<file path="src/sv/hrlc_pkg.sv">
package hrlc_pkg;

    localparam logic [7:0] CH_SPACE = 8'h20;
    localparam logic [7:0] CH_CR    = 8'h0D;
    localparam logic [7:0] CH_LF    = 8'h0A;

    localparam int unsigned METHOD_COUNT = 3;
    localparam logic [3:0]  VERSION_LEN  = 4'd8;

    localparam logic [2:0] ST_OK          = 3'd0;
    localparam logic [2:0] ST_MISSING     = 3'd1;
    localparam logic [2:0] ST_NO_CR       = 3'd2;
    localparam logic [2:0] ST_BAD_METHOD  = 3'd3;
    localparam logic [2:0] ST_BAD_VERSION = 3'd4;

    localparam logic [1:0] M_GET     = 2'd0;
    localparam logic [1:0] M_POST    = 2'd1;
    localparam logic [1:0] M_CONNECT = 2'd2;

    // Position within the request line. Done means an LF closed the version.
    typedef enum logic [3:0] {
        F_METHOD  = 4'b0001,
        F_URL     = 4'b0010,
        F_VERSION = 4'b0100,
        F_DONE    = 4'b1000
    } t_field;

    typedef struct packed {
        t_field      field;
        logic [3:0]  method_position;
        logic [2:0]  method_candidates;
        logic [15:0] url_count;
        logic [3:0]  version_position;
        logic        version_matches;
        logic        previous_was_cr;
    } t_line_state;

    localparam t_line_state STATE_RESET = '{
        field:             F_METHOD,
        method_position:   4'd0,
        method_candidates: 3'b111,
        url_count:         16'd0,
        version_position:  4'd0,
        version_matches:   1'b1,
        previous_was_cr:   1'b0
    };

    function automatic logic [3:0] method_len(input logic [1:0] code);
        logic [3:0] len;
        case (code)
            M_GET:     len = 4'd3;
            M_POST:    len = 4'd4;
            M_CONNECT: len = 4'd7;
            default:   len = 4'd0;
        endcase
        return len;
    endfunction

    function automatic logic [7:0] method_char(input logic [1:0] code,
                                               input logic [2:0] pos);
        logic [7:0] ch;
        ch = 8'h00;
        case (code)
            M_GET: begin
                case (pos)
                    3'd0:    ch = "G";
                    3'd1:    ch = "E";
                    3'd2:    ch = "T";
                    default: ch = 8'h00;
                endcase
            end
            M_POST: begin
                case (pos)
                    3'd0:    ch = "P";
                    3'd1:    ch = "O";
                    3'd2:    ch = "S";
                    3'd3:    ch = "T";
                    default: ch = 8'h00;
                endcase
            end
            M_CONNECT: begin
                case (pos)
                    3'd0:    ch = "C";
                    3'd1:    ch = "O";
                    3'd2:    ch = "N";
                    3'd3:    ch = "N";
                    3'd4:    ch = "E";
                    3'd5:    ch = "C";
                    3'd6:    ch = "T";
                    default: ch = 8'h00;
                endcase
            end
            default: ch = 8'h00;
        endcase
        return ch;
    endfunction

    function automatic logic [7:0] version_char(input logic [2:0] pos);
        logic [7:0] ch;
        case (pos)
            3'd0:    ch = "H";
            3'd1:    ch = "T";
            3'd2:    ch = "T";
            3'd3:    ch = "P";
            3'd4:    ch = "/";
            3'd5:    ch = "1";
            3'd6:    ch = ".";
            default: ch = "1";
        endcase
        return ch;
    endfunction

endpackage

</file>
<file path="src/sv/hrlc_step.sv">
module hrlc_step (
    input  hrlc_pkg::t_line_state i_state,
    input  logic [7:0]            i_line_byte,
    input  logic                  i_end_of_line,
    output hrlc_pkg::t_line_state o_next_state,
    output logic [2:0]            o_status,
    output logic [1:0]            o_method_code,
    output logic [15:0]           o_url_length
);
    import hrlc_pkg::*;

    t_line_state n_state;
    logic        found;
    logic [1:0]  found_code;
    logic [2:0]  status;

    // Fold one byte into the line state.
    always_comb begin
        n_state = i_state;
        unique case (i_state.field)
            F_METHOD: begin
                if (i_line_byte == CH_SPACE) begin
                    n_state.field = F_URL;
                end else begin
                    for (int k = 0; k < METHOD_COUNT; k++) begin
                        if (i_state.method_position >= method_len(2'(k)) ||
                            i_line_byte != method_char(2'(k),
                                                       i_state.method_position[2:0])) begin
                            n_state.method_candidates[k] = 1'b0;
                        end
                    end
                    if (i_state.method_position != 4'hF) begin
                        n_state.method_position = i_state.method_position + 4'd1;
                    end
                end
            end
            F_URL: begin
                if (i_line_byte == CH_SPACE) begin
                    n_state.field = F_VERSION;
                end else if (i_state.url_count != 16'hFFFF) begin
                    n_state.url_count = i_state.url_count + 16'd1;
                end
            end
            F_VERSION: begin
                if (i_line_byte == CH_LF) begin
                    n_state.field = F_DONE;
                end else begin
                    if (i_state.version_position < VERSION_LEN &&
                        i_line_byte != version_char(i_state.version_position[2:0])) begin
                        n_state.version_matches = 1'b0;
                    end
                    n_state.previous_was_cr = (i_line_byte == CH_CR);
                    if (i_state.version_position != 4'hF) begin
                        n_state.version_position = i_state.version_position + 4'd1;
                    end
                end
            end
            F_DONE: begin
                n_state = i_state;
            end
            default: begin
                n_state = i_state;
            end
        endcase
    end

    // The method lengths differ, so at most one candidate can match its length.
    always_comb begin
        found      = 1'b0;
        found_code = M_GET;
        for (int k = METHOD_COUNT - 1; k >= 0; k--) begin
            if (n_state.method_candidates[k] &&
                n_state.method_position == method_len(2'(k))) begin
                found      = 1'b1;
                found_code = 2'(k);
            end
        end
    end

    always_comb begin
        if (n_state.field == F_METHOD || n_state.field == F_URL ||
            n_state.method_position == 4'd0 || n_state.url_count == 16'd0 ||
            n_state.version_position == 4'd0) begin
            status = ST_MISSING;
        end else if (!n_state.previous_was_cr) begin
            status = ST_NO_CR;
        end else if (!found) begin
            status = ST_BAD_METHOD;
        end else if (!(n_state.version_position == VERSION_LEN + 4'd1 &&
                       n_state.version_matches)) begin
            status = ST_BAD_VERSION;
        end else begin
            status = ST_OK;
        end
    end

    assign o_status      = status;
    assign o_method_code = (status == ST_OK) ? found_code : M_GET;
    assign o_url_length  = n_state.url_count;
    assign o_next_state  = i_end_of_line ? STATE_RESET : n_state;

endmodule

</file>
<file path="src/sv/http_request_line_checker_core.sv">
// Latency: a line's result is valid in the cycle after its last byte is accepted.
// Throughput: one byte per clock; a byte is taken even while a result waits,
// as long as the result register is empty or is being drained that cycle.
// Reset (i_rst_n low, synchronous) returns the line state to the start of the
// method field and drops any pending result.
module http_request_line_checker_core (
    input  logic        i_clk,
    input  logic        i_rst_n,
    input  logic        i_valid,
    output logic        o_ready,
    input  logic [7:0]  i_line_byte,
    input  logic        i_end_of_line,
    output logic        o_valid,
    input  logic        i_ready,
    output logic [2:0]  o_status,
    output logic [1:0]  o_method_code,
    output logic [15:0] o_url_length
);
    import hrlc_pkg::*;

    t_line_state r_state;
    t_line_state n_state;
    logic        r_out_valid;
    logic [2:0]  r_status;
    logic [1:0]  r_method_code;
    logic [15:0] r_url_length;
    logic [2:0]  n_status;
    logic [1:0]  n_method_code;
    logic [15:0] n_url_length;
    logic        in_accept;

    assign o_ready   = !r_out_valid || i_ready;
    assign in_accept = i_valid && o_ready;

    hrlc_step u_step (
        .i_state       (r_state),
        .i_line_byte   (i_line_byte),
        .i_end_of_line (i_end_of_line),
        .o_next_state  (n_state),
        .o_status      (n_status),
        .o_method_code (n_method_code),
        .o_url_length  (n_url_length)
    );

    always_ff @(posedge i_clk) begin
        if (!i_rst_n) begin
            r_state     <= STATE_RESET;
            r_out_valid <= 1'b0;
        end else begin
            if (in_accept) begin
                r_state <= n_state;
            end
            if (in_accept && i_end_of_line) begin
                r_out_valid <= 1'b1;
            end else if (i_ready) begin
                r_out_valid <= 1'b0;
            end
        end
    end

    always_ff @(posedge i_clk) begin
        if (in_accept && i_end_of_line) begin
            r_status      <= n_status;
            r_method_code <= n_method_code;
            r_url_length  <= n_url_length;
        end
    end

    assign o_valid       = r_out_valid;
    assign o_status      = r_status;
    assign o_method_code = r_method_code;
    assign o_url_length  = r_url_length;

endmodule

</file>
<file path="config.mk">
export PLATFORM = sky130hd
export DESIGN_NAME = http_request_line_checker_core
export DESIGN_NICKNAME = d
export VERILOG_FILES = /design/src/sv/hrlc_pkg.sv /design/src/sv/hrlc_step.sv /design/src/sv/http_request_line_checker_core.sv
export SDC_FILE = /design/constraint.sdc
export NUM_CORES = 1
export LEC_CHECK = 0
export ABC_AREA = 0
export BUFFER_PORTS_ARGS = -buffer_cell sky130_fd_sc_hd__buf_2
export CAP_MARGIN = 20
export CORE_ASPECT_RATIO = 2
export CORE_MARGIN = 4
export CORE_UTILIZATION = 35
export CTS_BUF_LIST = sky130_fd_sc_hd__clkbuf_4
export CTS_CLUSTER_SIZE = 40
export DETAILED_ROUTE_END_ITERATION = 7
export HOLD_SLACK_MARGIN = 0.1
export MAX_ROUTING_LAYER = met4
export PLACE_DENSITY = 0.63
export SLEW_MARGIN = 20
export SYNTH_ARGS = -nofsm -noshare
export SYNTH_HDL_FRONTEND = slang
export SYNTH_SLANG_ARGS = --single-unit
</file>
<file path="constraint.sdc">
create_clock -name i_clk -period 3.83 [get_ports i_clk]
set_input_delay 0.1915 -clock i_clk [delete_from_list [all_inputs] [get_ports i_clk]]
set_output_delay 0.1915 -clock i_clk [all_outputs]
set_load 0.02 [all_outputs]
</file>
==> qor.csv <==
metric,value,unit
Post-Route Skew,14.2,ps
DRC errors left,0,
fmax,301,MHz
post-synthesis sequential area ratio,34.4,%
number of enable flip-flop cells after synthesis,21,
I/O pin count,36,
first-pass GRT wire length,17.2,mm
"Setup violations, final",0,
Startpoint Class,flip-flop,
RSZ-0062 raised after global routing,no,
Num CTS Buffers,5,
grt total ovfl,0,
"Non-Filler Cell Area, Final",4080,µm²
critical setup path kind,reg -> reg,
1st-pass router iterations,4,
Area Growth Syn to Fin,6.85,%
largest net degree at the start of global routing,31,
fin cells,596,
fin crit period,3320,ps
"Avg Cell Area, Syn",8.50,µm²
die footprint,12700,µm²
CP required,3980,ps
met1 WL,3.72,mm
Setup Buffers After CTS,0,
"Clk Latency, worst-skew pair",380,ps
routed len/inst,17.9,µm
NumNets Final,482,
wire length on met2,5.96,mm
Post-Syn Instances,449,
RePlAce Congestion,0.884,
"Slew Viols, Final",0,
status,completed,
Synthesized Nets,474,
num rows,53,
initial DRC count,338,
Hold Path Class,in -> reg,
"count leader, synth",dfxtp_1,
Num Clock Sinks,55,
Peak supply drop,0.135,mV
initial antenna violation count,1,
"Top FF cell, synth",dfxtp_1,
Post-Route WL,10.7,mm
final count of hold timing violations,0,
Area contributors post-synth,"dfxtp_1 18%, edfxtp_1 17%, ha_1 3.9%, nor2b_1 3.9%, xnor2_1 3.4%",
setup_tns,0,ps
Worst-Margin Slew,853,ps
Die X,81.8,µm
Root Buffer,clkbuf_4,
TritonCTS clock tree,built,
Synth area leader,dfxtp_1,
Die Y,156,µm
leakage,1.46,nW
Syn. warnings,0,
Synth async-reset ratio,0,%
maxcap violations,0,
Initial Util,36.0,%
vias in the first global route,3368,
worst path arrival time,3470,ps
gr usage total,17.9,%
relative slew slack,43.1,%
H-tree depth,2,
power per cell area,251,nW/µm²
Multi-input gate area,2290,µm²
maximum fanout along the worst path,11,
clock slew at reported path FFs,160,ps
Post-CTS Resized,0,
post-detail-place hpwl,8.08,mm
fillers,1114,
antenna-violating nets left,0,
Synth top cells by count,"34 x dfxtp_1, 33 x clkbuf_1, 31 x nand2_1",
Placed Area,4020,µm²
area share of the largest cell type after synthesis,17.8,%
Vias/cell,5.79,
Vias,3449,
Crit. End Element,flip-flop,
Yosys reg bits,55,
placed cells,587,
FF+latch area,1310,µm²
Final Util,38.4,%
Clock Path Buffers,2,
hold_buf cts,0,
count of cell types in the netlist,66,
Top Layer Used,met4,
Core Region,10600,µm²
met3 routed WL,328,µm
Final Cycle Share,86.7,%
Mapped Area,3810,µm²
share of layout cells above drive strength 1,12.7,%
Buffers on Ports,35,
path summary, 6_finish.rpt:
check,from,cells past startpoint,slack (ps),to
setup / recovery,r_state[25],9,510,o_status[1]
hold / removal,i_ready,3,150,o_valid
setup reg to reg,r_state[25],9,510,o_status[1]
hold reg to reg,r_state[1],2,460,r_state[1]
layout by cell type (no fill, tap or decap), types with 4 or more instances in the layout:
cell / count
and3_1: 6
or3_1: 8
nand3_1: 15
xnor2_1: 15
nor3_1: 16
buf_2: 35
a21o_1: 4
a31oi_1: 4
a21boi_0: 4
or4_1: 5
nand2b_1: 5
ha_1: 12
o211ai_1: 5
clkbuf_4: 6
o31ai_1: 4
nand4_1: 16
dfxtp_1: 34
mux2i_1: 4
nand2_1: 31
o21ai_0: 21
inv_1: 13
xor2_1: 8
a22oi_1: 17
nor4_1: 7
and2_1: 7
mux2_2: 4
nor2b_1: 24
edfxtp_1: 21
nor2_1: 30
a21oi_1: 16
logic make-up (layout without fill, tap and decap cells):
| logic type | count (synthesis) | after routing | share of synthesized area (%) |
|---|---|---|---|
| and+or+nand+nor | 189 | 189 | 27.5 |
| AOI/OAI and AO/OA | 112 | 112 | 21.2 |
| DFF | 55 | 55 | 34.4 |
| buffers and inverters | 50 | 59 | 5.54 |
| xor gates and xnor gates | 23 | 23 | 5.28 |
| adders and majority gates | 12 | 12 | 3.94 |
| muxes | 8 | 8 | 2.23 |
| other | 0 | 1 | 0 |
report_power, final:
part | switching [W] | internal (W) | leakage (nW)
Clock | 0.000184 | 0.0000758 | 0.0307
Combinational | 0.0000915 | 0.0000477 | 0.969
Sequential | 0.00000661 | 0.000619 | 0.461
per-stage QoR:
stage	total power (W)	setup WS, ps	hold slack [ps]
6_report	0.00102	509	149
5_1_grt	0.00107	273	152
4_1_cts	0.00103	529	138
3_5_place_dp	0.000779	546	443
3_3_place_gp	0.000778	667	440
2_1_floorplan	0.000735	772	429
layout make-up:
type	count	share of cell area (%)
Antenna cell	1	0.0614
Clock buffer	6	1.10
Clock inverter	2	0.184
Inverter	13	1.20
Multi-Input combinational cell	344	56.2
Sequential cell	55	32.2
Tap cell	137	4.21
Timing Repair Buffer	38	4.85
metal layers:
layer | vias to the layer above | track usage (%)
li1 | 1678 | -
met3 | 41 | 1.50
met5 | - | -
met1 | 1635 | 17.0
met2 | 95 | 32.7
met4 | 0 | 12.1
worst max-delay path, cell delays in order, from the launching register on:
cell	delay, ps
dfxtp_1	550
inv_1	170
ha_1	360
or3_1	430
nor4_1	190
a31oi_1	70
a2111oi_0	640
a211oi_1	130
o31a_1	340
o211a_1	220
registers in the layout (all words and copies together) (netlist names):
register	flops
o_valid	1
o_url_length	16
o_method_code	2
o_status	3
r_state	33
(Power assumes the default switching activity.)
